$ cat src/hdl/fsfl_pkg.sv
`timescale 1ns / 1ps
`default_nettype none

package fsfl_pkg;

    localparam int MAX_SLOTS_DEF = 256;
    localparam int SLOTS_RESET   = 256;

    localparam int SLOT_W = 8;
    localparam int COUNT_W = 9;
    localparam int CFG_W = 9;
    localparam int STATUS_W = 2;

    localparam logic ACT_ALLOC = 1'b0;
    localparam logic ACT_FREE  = 1'b1;

    localparam logic [STATUS_W-1:0] ST_OK        = 2'd0;
    localparam logic [STATUS_W-1:0] ST_EMPTY     = 2'd1;
    localparam logic [STATUS_W-1:0] ST_NULL_FREE = 2'd2;
    localparam logic [STATUS_W-1:0] ST_BAD_FREE  = 2'd3;

    typedef struct packed {
        logic                granted;
        logic [SLOT_W-1:0]   given_slot;
        logic [STATUS_W-1:0] status;
        logic [COUNT_W-1:0]  in_use_count;
    } t_result;

endpackage

`default_nettype wire

$ cat src/hdl/fixed_slot_free_list_allocator_top.sv
// Fixed-slot pool allocator over a LIFO linked free list held in one RAM.
// Input channel (i_in_valid / o_in_stall): action 0 allocates the head slot,
// action 1 pushes i_slot_index back as the new head (null, out-of-range or
// nothing-in-use frees are ignored and reported in o_status).
// Output channel (o_out_valid / i_out_stall): one result item per input item,
// in order, from an output register.
// The accepted item is registered, its result is formed in S_EXEC and then held
// in the output register. One item is taken at a time: the head's link is read
// from the link RAM while in S_IDLE, then S_EXEC updates head, count and RAM.
// A new item is accepted while a result waits; it completes once the output
// register frees up, so a stalled receiver holds the input stalled behind it.
// Reset (synchronous, active low) and each i_cfg_we write relink slots
// 0..N-1 in order, one RAM entry per cycle, with o_in_stall high (N after
// reset = min(256, MAX_SLOTS); writes of 0 count as 1, above MAX_SLOTS as MAX_SLOTS).
// The user must write configuration only while the block is idle; it is not enforced.
`timescale 1ns / 1ps
`default_nettype none

module fixed_slot_free_list_allocator_top #(
    parameter int MAX_SLOTS = fsfl_pkg::MAX_SLOTS_DEF
) (
    input  wire logic                               i_clk,
    input  wire logic                               i_rst_n,
    input  wire logic                               i_cfg_we,
    input  wire logic [fsfl_pkg::CFG_W-1:0]         i_cfg_data,
    input  wire logic                               i_in_valid,
    output logic                                    o_in_stall,
    input  wire logic                               i_action,
    input  wire logic [fsfl_pkg::SLOT_W-1:0]        i_slot_index,
    input  wire logic                               i_slot_is_null,
    output logic                                    o_out_valid,
    input  wire logic                               i_out_stall,
    output logic                                    o_granted,
    output logic      [fsfl_pkg::SLOT_W-1:0]        o_given_slot,
    output logic      [fsfl_pkg::STATUS_W-1:0]      o_status,
    output logic      [fsfl_pkg::COUNT_W-1:0]       o_in_use_count
);

    localparam int IDX_W  = $clog2(MAX_SLOTS);
    localparam int LINK_W = $clog2(MAX_SLOTS + 1);
    localparam int WIDE_W = (LINK_W > fsfl_pkg::CFG_W) ? LINK_W : fsfl_pkg::CFG_W;

    logic [WIDE_W-1:0]  cfg_wide;
    logic [WIDE_W-1:0]  cfg_clamped;
    logic [IDX_W-1:0]   ram_raddr;
    logic [LINK_W-1:0]  ram_rdata;
    logic               ram_we;
    logic [IDX_W-1:0]   ram_waddr;
    logic [LINK_W-1:0]  ram_wdata;
    logic               res_valid;
    logic               res_ready;
    fsfl_pkg::t_result  res;

    logic               r_out_valid;
    fsfl_pkg::t_result  r_out;

    assign cfg_wide = WIDE_W'(i_cfg_data);

    always_comb begin
        cfg_clamped = cfg_wide;
        if (cfg_wide == '0) begin
            cfg_clamped = WIDE_W'(1);
        end else if (cfg_wide > WIDE_W'(MAX_SLOTS)) begin
            cfg_clamped = WIDE_W'(MAX_SLOTS);
        end
    end

    fsfl_link_ram #(
        .DEPTH  (MAX_SLOTS),
        .ADDR_W (IDX_W),
        .DATA_W (LINK_W)
    ) u_link_ram (
        .i_clk   (i_clk),
        .i_we    (ram_we),
        .i_waddr (ram_waddr),
        .i_wdata (ram_wdata),
        .i_raddr (ram_raddr),
        .o_rdata (ram_rdata)
    );

    fsfl_ctrl #(
        .MAX_SLOTS (MAX_SLOTS),
        .IDX_W     (IDX_W),
        .LINK_W    (LINK_W)
    ) u_ctrl (
        .i_clk          (i_clk),
        .i_rst_n        (i_rst_n),
        .i_cfg_we       (i_cfg_we),
        .i_cfg_slots    (cfg_clamped[LINK_W-1:0]),
        .i_in_valid     (i_in_valid),
        .o_in_stall     (o_in_stall),
        .i_action       (i_action),
        .i_slot_index   (i_slot_index),
        .i_slot_is_null (i_slot_is_null),
        .o_res_valid    (res_valid),
        .i_res_ready    (res_ready),
        .o_res          (res),
        .o_ram_raddr    (ram_raddr),
        .i_ram_rdata    (ram_rdata),
        .o_ram_we       (ram_we),
        .o_ram_waddr    (ram_waddr),
        .o_ram_wdata    (ram_wdata)
    );

    assign res_ready = !r_out_valid || !i_out_stall;

    always_ff @(posedge i_clk) begin
        if (!i_rst_n) begin
            r_out_valid <= 1'b0;
        end else if (res_valid && res_ready) begin
            r_out_valid <= 1'b1;
        end else if (!i_out_stall) begin
            r_out_valid <= 1'b0;
        end
        if (res_valid && res_ready) begin
            r_out <= res;
        end
    end

    assign o_out_valid    = r_out_valid;
    assign o_granted      = r_out.granted;
    assign o_given_slot   = r_out.given_slot;
    assign o_status       = r_out.status;
    assign o_in_use_count = r_out.in_use_count;

`ifndef ASSERT_OFF
    a_grant_ok: assert property (@(posedge i_clk) disable iff (!i_rst_n)
        (o_out_valid && o_granted) |-> (o_status == fsfl_pkg::ST_OK))
        else $error("granted item with non-ok status");

    a_given_zero: assert property (@(posedge i_clk) disable iff (!i_rst_n)
        (o_out_valid && !o_granted) |-> (o_given_slot == '0))
        else $error("slot given without a grant");

    a_count_max: assert property (@(posedge i_clk) disable iff (!i_rst_n)
        o_out_valid |-> (WIDE_W'(o_in_use_count) <= WIDE_W'(MAX_SLOTS)))
        else $error("in-use count above pool size");

    a_result_held: assert property (@(posedge i_clk) disable iff (!i_rst_n)
        (res_valid && !res_ready) |=> res_valid)
        else $error("pending result dropped while output full");
`endif

endmodule

`default_nettype wire

$ cat src/hdl/fsfl_link_ram.sv
`timescale 1ns / 1ps
`default_nettype none

module fsfl_link_ram #(
    parameter int DEPTH  = fsfl_pkg::MAX_SLOTS_DEF,
    parameter int ADDR_W = $clog2(DEPTH),
    parameter int DATA_W = $clog2(DEPTH + 1)
) (
    input  wire logic              i_clk,
    input  wire logic              i_we,
    input  wire logic [ADDR_W-1:0] i_waddr,
    input  wire logic [DATA_W-1:0] i_wdata,
    input  wire logic [ADDR_W-1:0] i_raddr,
    output logic      [DATA_W-1:0] o_rdata
);

    logic [DATA_W-1:0] r_mem [DEPTH];
    logic [DATA_W-1:0] r_rdata;

    always_ff @(posedge i_clk) begin
        if (i_we) begin
            r_mem[i_waddr] <= i_wdata;
        end
        r_rdata <= r_mem[i_raddr];
    end

    assign o_rdata = r_rdata;

endmodule

`default_nettype wire

$ cat src/hdl/fsfl_ctrl.sv
`timescale 1ns / 1ps
`default_nettype none

module fsfl_ctrl #(
    parameter int MAX_SLOTS = fsfl_pkg::MAX_SLOTS_DEF,
    parameter int IDX_W     = $clog2(MAX_SLOTS),
    parameter int LINK_W    = $clog2(MAX_SLOTS + 1)
) (
    input  wire logic                           i_clk,
    input  wire logic                           i_rst_n,
    input  wire logic                           i_cfg_we,
    input  wire logic [LINK_W-1:0]              i_cfg_slots,
    input  wire logic                           i_in_valid,
    output logic                                o_in_stall,
    input  wire logic                           i_action,
    input  wire logic [fsfl_pkg::SLOT_W-1:0]    i_slot_index,
    input  wire logic                           i_slot_is_null,
    output logic                                o_res_valid,
    input  wire logic                           i_res_ready,
    output fsfl_pkg::t_result                   o_res,
    output logic      [IDX_W-1:0]               o_ram_raddr,
    input  wire logic [LINK_W-1:0]              i_ram_rdata,
    output logic                                o_ram_we,
    output logic      [IDX_W-1:0]               o_ram_waddr,
    output logic      [LINK_W-1:0]              o_ram_wdata
);

    localparam int WIDE_W = (LINK_W > fsfl_pkg::COUNT_W) ? LINK_W : fsfl_pkg::COUNT_W;
    localparam int SLOTS_INIT = (MAX_SLOTS < fsfl_pkg::SLOTS_RESET) ?
                                MAX_SLOTS : fsfl_pkg::SLOTS_RESET;
    localparam logic [LINK_W-1:0] LINK_NULL = LINK_W'(MAX_SLOTS);

    typedef enum logic [1:0] {
        S_BUILD,
        S_IDLE,
        S_EXEC
    } t_state;

    t_state              r_state, n_state;
    logic [LINK_W-1:0]   r_slots, n_slots;
    logic [LINK_W-1:0]   r_head, n_head;
    logic [LINK_W-1:0]   r_count, n_count;
    logic [LINK_W-1:0]   r_build_pos, n_build_pos;
    logic                r_action, n_action;
    logic [IDX_W-1:0]    r_idx, n_idx;
    logic                r_null, n_null;
    logic                r_idx_ok, n_idx_ok;

    logic [WIDE_W-1:0]   idx_wide;
    logic [WIDE_W-1:0]   head_wide;
    logic [WIDE_W-1:0]   count_wide;
    logic [LINK_W-1:0]   build_next;
    logic                head_null;
    logic                accept;
    fsfl_pkg::t_result   res;

    assign head_null = (r_head == LINK_NULL);
    assign accept    = i_in_valid && (r_state == S_IDLE);
    assign idx_wide  = WIDE_W'(i_slot_index);
    assign build_next = r_build_pos + LINK_W'(1);

    assign o_in_stall  = (r_state != S_IDLE);
    assign o_ram_raddr = head_null ? '0 : r_head[IDX_W-1:0];

    always_comb begin
        n_state     = r_state;
        n_slots     = r_slots;
        n_head      = r_head;
        n_count     = r_count;
        n_build_pos = r_build_pos;
        n_action    = r_action;
        n_idx       = r_idx;
        n_null      = r_null;
        n_idx_ok    = r_idx_ok;
        o_ram_we    = 1'b0;
        o_ram_waddr = r_idx;
        o_ram_wdata = r_head;
        o_res_valid = 1'b0;
        res.granted    = 1'b0;
        res.given_slot = '0;
        res.status     = fsfl_pkg::ST_OK;
        res.in_use_count = '0;

        unique case (r_state)
            S_BUILD: begin
                o_ram_we    = 1'b1;
                o_ram_waddr = r_build_pos[IDX_W-1:0];
                o_ram_wdata = (build_next < r_slots) ? build_next : LINK_NULL;
                n_build_pos = build_next;
                if (build_next >= r_slots) begin
                    n_state = S_IDLE;
                end
            end
            S_IDLE: begin
                if (accept) begin
                    n_action = i_action;
                    n_idx    = idx_wide[IDX_W-1:0];
                    n_null   = i_slot_is_null;
                    n_idx_ok = (idx_wide < WIDE_W'(r_slots));
                    n_state  = S_EXEC;
                end
            end
            S_EXEC: begin
                o_res_valid = 1'b1;
                if (r_action == fsfl_pkg::ACT_ALLOC) begin
                    if (head_null) begin
                        res.status = fsfl_pkg::ST_EMPTY;
                    end else begin
                        res.granted    = 1'b1;
                        res.given_slot = head_wide[fsfl_pkg::SLOT_W-1:0];
                        if (i_res_ready) begin
                            n_head = i_ram_rdata;
                            if (r_count < LINK_NULL) begin
                                n_count = r_count + LINK_W'(1);
                            end
                        end
                    end
                end else if (r_null) begin
                    res.status = fsfl_pkg::ST_NULL_FREE;
                end else if (!r_idx_ok || (r_count == '0)) begin
                    res.status = fsfl_pkg::ST_BAD_FREE;
                end else begin
                    res.granted = 1'b1;
                    if (i_res_ready) begin
                        o_ram_we = 1'b1;
                        n_head   = LINK_W'(r_idx);
                        n_count  = r_count - LINK_W'(1);
                    end
                end
                if (i_res_ready) begin
                    n_state = S_IDLE;
                end
            end
            default: begin
                n_state = S_IDLE;
            end
        endcase

        if (i_cfg_we) begin
            n_slots     = i_cfg_slots;
            n_head      = '0;
            n_count     = '0;
            n_build_pos = '0;
            n_state     = S_BUILD;
        end
    end

    assign head_wide  = WIDE_W'(r_head);
    assign count_wide = WIDE_W'(n_count);

    always_comb begin
        o_res              = res;
        o_res.in_use_count = count_wide[fsfl_pkg::COUNT_W-1:0];
    end

    always_ff @(posedge i_clk) begin
        if (!i_rst_n) begin
            r_state     <= S_BUILD;
            r_slots     <= LINK_W'(SLOTS_INIT);
            r_head      <= '0;
            r_count     <= '0;
            r_build_pos <= '0;
        end else begin
            r_state     <= n_state;
            r_slots     <= n_slots;
            r_head      <= n_head;
            r_count     <= n_count;
            r_build_pos <= n_build_pos;
        end
        r_action <= n_action;
        r_idx    <= n_idx;
        r_null   <= n_null;
        r_idx_ok <= n_idx_ok;
    end

endmodule

`default_nettype wire
$ cat config.mk
export PLATFORM = sky130hd
export DESIGN_NAME = fixed_slot_free_list_allocator_top
export DESIGN_NICKNAME = d
export VERILOG_FILES = /design/src/hdl/fsfl_pkg.sv /design/src/hdl/fixed_slot_free_list_allocator_top.sv /design/src/hdl/fsfl_link_ram.sv /design/src/hdl/fsfl_ctrl.sv
export SDC_FILE = /design/constraint.sdc
export NUM_CORES = 2
export LEC_CHECK = 0
export ABC_AREA = 1
export BUFFER_PORTS_ARGS = -buffer_cell sky130_fd_sc_hd__buf_2
export CAP_MARGIN = 20
export CORE_MARGIN = 2
export CORE_UTILIZATION = 53
export DETAILED_ROUTE_END_ITERATION = 10
export PLACE_DENSITY = 0.78
export SLEW_MARGIN = 15
export SYNTH_ARGS = -nofsm -noshare
export SYNTH_HDL_FRONTEND = slang
export SYNTH_HIERARCHICAL = 1
export SYNTH_SLANG_ARGS = --single-unit
$ cat constraint.sdc
create_clock -name i_clk -period 16.2 [get_ports i_clk]
set_clock_uncertainty 0.1 [all_clocks]
set_input_delay 0.81 -clock i_clk [delete_from_list [all_inputs] [get_ports i_clk]]
set_output_delay 0.81 -clock i_clk [all_outputs]
set_load 0.03 [all_outputs]
# Yosys cells after proc, flatten, opt, wreduce, memory -nomap -nowiden
# Memory sizes are Yosys's and may differ from the RTL's. A register that Yosys moved wholly into a read port is not among the register bits.
# Cells that the tools add are included.
# op_classes
add_sub_neg	3
order_cmp	5
n_eq_ne	11
mux	43
n_bitwise	2
reduce_logical	17
# ops
operator	n
two-way mux 9 bit	20
adder 9 x 1 -> 9 bit (second input constant)	2
zero test 9 bit	2
two-way mux 8 bit	2
two-way mux 1 bit	13
two-way mux 2 bit	6
inequality test 2 x 1 -> 1 bit (second input constant)	5
== test 9 bit (second input constant)	1
greater-or-equal comparator 9 bit	1
> comparator 9 bit (second input constant)	1
< comparator 8 x 9 -> 1 bit	1
< comparator 9 bit	1
< comparator 9 bit (second input constant)	1
subtractor 9 x 1 -> 9 bit (second input constant)	1
inequality test 2 bit (second input constant)	3
one-hot mux 2 bit (3 select lines)	1
AND reduction 6 bit	1
nonzero test 2 bit	2
zero test 1 bit	3
AND reduction 3 bit	1
OR reduction 3 bit	1
== test 2 x 1 -> 1 bit (second input constant)	1
== test 2 bit (second input constant)	1
logical AND 1 bit	2
other kinds (6)	8
# word_totals
reg_bits	70
mem_bits_rw	2304
inputBits	24
output_inout_bits	22
elab_cells	96
mem_count	1
# mem_list
memory	words	word_bits	read_ports	rd_clocked_by_memory_dff	wr	line_no	rtl
u_link_ram.r_mem	256	9	1	1	1	fsfl_link_ram.sv:17	logic [DATA_W-1:0] r_mem [DEPTH];

# Logic depth before layout (Yosys ltp)
# depth
word_depth	9
mapped_depth	16
ltp_nobuf	13

# By module
# Netlist, hierarchy kept.
# by_module_without_submodules
module	instances	cells_per_inst	area_each_um2	seq_area_each_um2
fsfl_link_ram	1	7826	93519.7	69366.5
fsfl_ctrl	1	460	3201.8	1091.0
fixed_slot_free_list_allocator_top	1	53	750.7	620.6

# Worst setup path after synthesis
# OpenSTA, ideal clock, no wires.
# synth_path
kind	register -> register
start	register u_ctrl.r_build_pos[0]
end	memory u_link_ram/r_mem[0][7] (netlist name), data pin
setup_time_ns	1.584
arrival_time_ns	8.921
t_required_ns	14.516
slack_ns	5.595
path_stages_with_launch	12
n_path_buf	0
period_less_slack_ns	10.605
cell_sequence	dfxtp_1 ha_1 nand4_1 nor2_1 xnor2_1 inv_1 ha_1 a21oi_1 nor2_1 a211oi_1 nand3_1 o22ai_1
# synth_between
elab_chain_len	4
# synth_lines
element	line_no	rtl
from (decl)	fsfl_ctrl.sv:43	logic [LINK_W-1:0] r_build_pos, n_build_pos;
from (signal assigned)	fsfl_ctrl.sv:168	r_build_pos <= n_build_pos;
adder 9 x 1 -> 9 bit	fsfl_ctrl.sv:60	assign build_next = r_build_pos + LINK_W'(1);
via u_ctrl.build_next[6]	fsfl_ctrl.sv:52	logic [LINK_W-1:0] build_next;
< comparator 9 bit	fsfl_ctrl.sv:88	o_ram_wdata = (build_next < r_slots) ? build_next : LINK_NULL;
two-way mux 9 bit	fsfl_ctrl.sv:88	
two-way mux 9 bit	fsfl_ctrl.sv:84	unique case (r_state)
via ram_wdata[7]	fixed_slot_free_list_allocator_top.sv:49	logic [LINK_W-1:0] ram_wdata;
to (decl)	fsfl_link_ram.sv:17	
# The timed path passes the listed nets, and every way through them passes these cells.

# Worst setup path after layout
# layout_path
start	register u_ctrl.r_build_pos[0]
end	memory u_link_ram/r_mem[20][2] (netlist name), data pin
# Same word-level chain as after synthesis.

==> results.py <==
metrics = {
    "clock_network": {
        "cts_tree": "built",
        "clk_pin_slew_worst_paths_ns": 0.07,
        "numCtsBuffers": 220,
        "cts_setup_buffers": 0,
        "clockBufferDepth": 3,
        "cts.sinks": 2383,
        "ctsHoldBuffers": 2,
        "ctsRootBufferMaster": "clkbuf_16",
        "clk_latency_ns": 0.87,
        "ctsResizeCount": 0,
        "cts_max_level": 4,
    },
    "synthesis": {
        "yosys.area_share.simple_pct": 23.0,
        "yosys-top-cells-area": "edfxtp_1 72%, nand3_1 12%, nand2_1 9.6%",
        "synthMuxAreaShare_pct": 0,
        "yosys_warnings": 6,
        "synth_edf_count": 2335,
        "syn-num-nets": 8382,
        "synth_top_family_by_area": "simple AND/OR/NAND/NOR gates",
        "synth_top_area_share_pct": 71.9,
        "ys_seq_elements": 2383,
        "yosys.cell_types.count": 45,
        "synth-compound-area-share_pct": 0.511,
        "synth_seq_area_share_pct": 72.9,
        "yosys.area.top_type": "edfxtp_1",
        "syn_inst": 8339,
        "syn_avg_cell_area_um2": 11.7,
        "synth_area_mm2": 0.0975,
        "synthArstFlopShare_pct": 0,
        "yosys.area_share.adder_pct": 0.244,
        "synth-xor-area-share_pct": 0.0539,
        "synth_ff_type": "edfxtp_1",
    },
    "timing": {
        "slew_violations": 0,
        "grt_setup_unrepaired": "false",
        "final_hold_viol_count": 0,
        "tightest_slew_ns": 1.25,
        "slew_headroom_pct": 16.6,
        "final.min_clock_period_ns": 5.64,
        "fmax_ghz": 0.177,
        "tns_ns": 0,
        "period_share_pct": 34.8,
        "setup_viol": 0,
    },
    "drt": {
        "drtAntennaViolNets": 0,
        "drt_iter0_drc": 9880,
        "viasPerCell": 6.13,
        "drc": 0,
        "first_pass_iters": 10,
        "vias": 66200,
        "avgRoutedWirePerCell_um": 23.4,
        "routed_wirelength_mm": 253,
    },
    "cells_and_area": {
        "final_cells": 10800,
        "drive_gt1_share_pct": 6.05,
        "regArea_mm2": 0.0711,
        "fin_util_pct": 58.1,
        "multi_input_area_mm2": 0.0234,
        "area_growth_pct": 9.07,
        "design_area_mm2": 0.106,
        "fillers": 13700,
        "nNetsFinal": 8200,
    },
    "critical_path": {
        "cp-endpoint": "u_link_ram/r_mem[20][2]",
        "slowest_delay_ns": 0.88,
        "path_max_fanout": 86,
        "r2r_end": "u_link_ram/r_mem[20][2]",
        "crit_buf_inv": 3,
        "critical-path-top-delay-family": "buffers and inverters",
        "cp-startpoint": "u_ctrl/r_build_pos[0]",
        "r2r_start": "u_ctrl/r_build_pos[0]",
        "cp_slowest_cell": "buf_4",
        "rrSetupSlack_ns": 10.56,
        "path_class": "reg -> reg",
        "critPathLaunchType": "flip-flop",
        "cp.arrival_ns": 6.05,
        "cp_data_required_time_ns": 16.61,
        "critPathCaptureType": "flip-flop",
        "cp_cell_sequence": "ha_1 > nand4_1 > nor2_1 > nand4_1 > nand2_1 > inv_1 > ha_1 > nand2_1 > nor2_1 > a211oi_1 > nand3_1 > o22ai_4 > buf_4 > buf_4",
        "path_depth": 14,
        "r2r_cells": 14,
    },
    "grt": {
        "antenna_found_initial": 5,
        "grt_usage_pct": 26.5,
        "first_global_vias": 62200,
        "grt_pass1_wl_mm": 376,
        "grt_max_degree": 257,
        "overflow": 0,
    },
    "floorplan": {
        "die_h_um": 433,
        "core_area_mm2": 0.183,
        "start_util_pct": 53.3,
        "rows": 157,
        "io_pins": 46,
        "dieArea_mm2": 0.187,
        "die_w_um": 433,
    },
    "power": {
        "ir_drop_v": 0.0000935,
        "power.switching_mw": 2.41,
        "leakagePower_nw": 37.7,
        "p_seq_share_pct": 56.3,
        "clkPwrFrac_pct": 42.1,
        "sw_frac_of_total_pct": 20.0,
        "p_comb_share_pct": 1.6,
        "internal_power_mw": 9.63,
        "cellPowerDensity_mw_per_mm2": 113,
    },
    "hold_path": {
        "hold_class": "in -> reg",
    },
    "placed_design": {
        "hpwl_mm": 136,
        "dp_cells": 10400,
        "placed_cell_area_mm2": 0.0991,
        "port_buffers": 45,
        "place_congestion": 0.962,
    },
    "outcome": {
        "status": "complete, no violations",
    },
    "run": {
        "max_cap_violations": 0,
    },
}
synth_stat cells, drive strengths merged (5+ instances only):
cell type / instances
a21oi: 41
buf: 426
clkbuf: 131
clkinv: 6
dfxtp: 48
edfxtp: 2335
ha: 19
inv: 107
nand2: 2507
nand3: 2301
nand4: 12
nor2: 347
nor3: 5
o21ai: 29
o22ai: 8
xor2: 5
how the worst min path moves through the flow:
| stage | from | to | slack [ns] | cells after the start |
|---|---|---|---|---|
| after floorplan | u_ctrl/head_wide[0] | u_ctrl/head_wide[0] | 0.36 | 2 |
| after global placement | u_ctrl/r_build_pos[7] | u_ctrl/r_build_pos[7] | 0.39 | 2 |
| after detailed placement | u_ctrl/r_build_pos[5] | u_ctrl/r_build_pos[5] | 0.39 | 2 |
| after CTS | i_slot_index[7] | u_ctrl/r_idx[7] | 0.007 | 1 |
| after global routing | i_slot_index[7] | u_ctrl/r_idx[7] | 0.01 | 1 |
| final | i_slot_index[7] | u_ctrl/r_idx[7] | 0.04 | 1 |
through the flow:
stage	setup slack (ns)	total power, mW	hold slack [ns]
3_5_place_dp	10.62	7.09	0.386
2_1_floorplan	5.60	7.03	0.357
3_3_place_gp	10.13	7.09	0.386
6_report	10.56	12.0	0.0402
5_1_grt	10.24	12.3	0.0111
4_1_cts	10.58	12.1	0.00706
layout make-up:
type	instances	area share, %
repair buffers	153	1.24
clock inverters	126	1.09
diodes	3	0.00706
well taps	2464	2.90
clock buffers	276	5.46
multi-input cells	5286	22.0
flip-flops and latches	2383	66.9
inverters	113	0.439
flip-flops by register name, indices dropped and copies added, names as in the netlist, 9 cells and up:
register / flops
u_link_ram/r_mem: 2304
u_link_ram/o_rdata: 9
u_ctrl/r_slots: 9
o_in_use_count: 9
u_ctrl/r_build_pos: 9
u_ctrl/r_count: 9
u_ctrl/head_wide: 9
cell families after synthesis:
logic type	after synthesis
compound gates	85
simple gates	5176
flops	2383
xor+xnor	6
fa+ha+maj	19
buf+inv	670
power groups by stage:
| stage | logic [mW] | registers (mW) | clock network [mW] |
|---|---|---|---|
| after global routing | 0.206 | 6.78 | 5.32 |
| after detailed placement | 0.187 | 6.91 | 0 |
| after CTS | 0.188 | 6.78 | 5.09 |
| final | 0.196 | 6.78 | 5.06 |
| after global placement | 0.181 | 6.91 | 0 |
| after floorplan | 0.0917 | 6.94 | 0 |
cells in the final DEF, fill, tap and decap left out, drive strengths merged, types with 2 or more instances in the layout:
cell / n
nand2: 2507
clkinvlp: 2
dfxtp: 48
edfxtp: 2335
inv: 116
xor2: 5
a21oi: 41
o21ai: 29
nand4: 12
clkinv: 102
nand3: 2301
nor2: 347
buf: 151
dlygate4sd3: 2
nor3: 5
clkbuf: 276
o22ai: 8
ha: 19
bufinv: 19
diode: 3
routing by layer:
metal | vias up | track usage [%] | part of all wire, %
li1 | 29100 | - | -
met1 | 31900 | 35.2 | 36
met2 | 4416 | 40.9 | 46
met3 | 724 | 6.96 | 13
met5 | - | 0 | 0.015
met4 | 6 | 12.2 | 4.7
(Power assumes the default switching activity.)
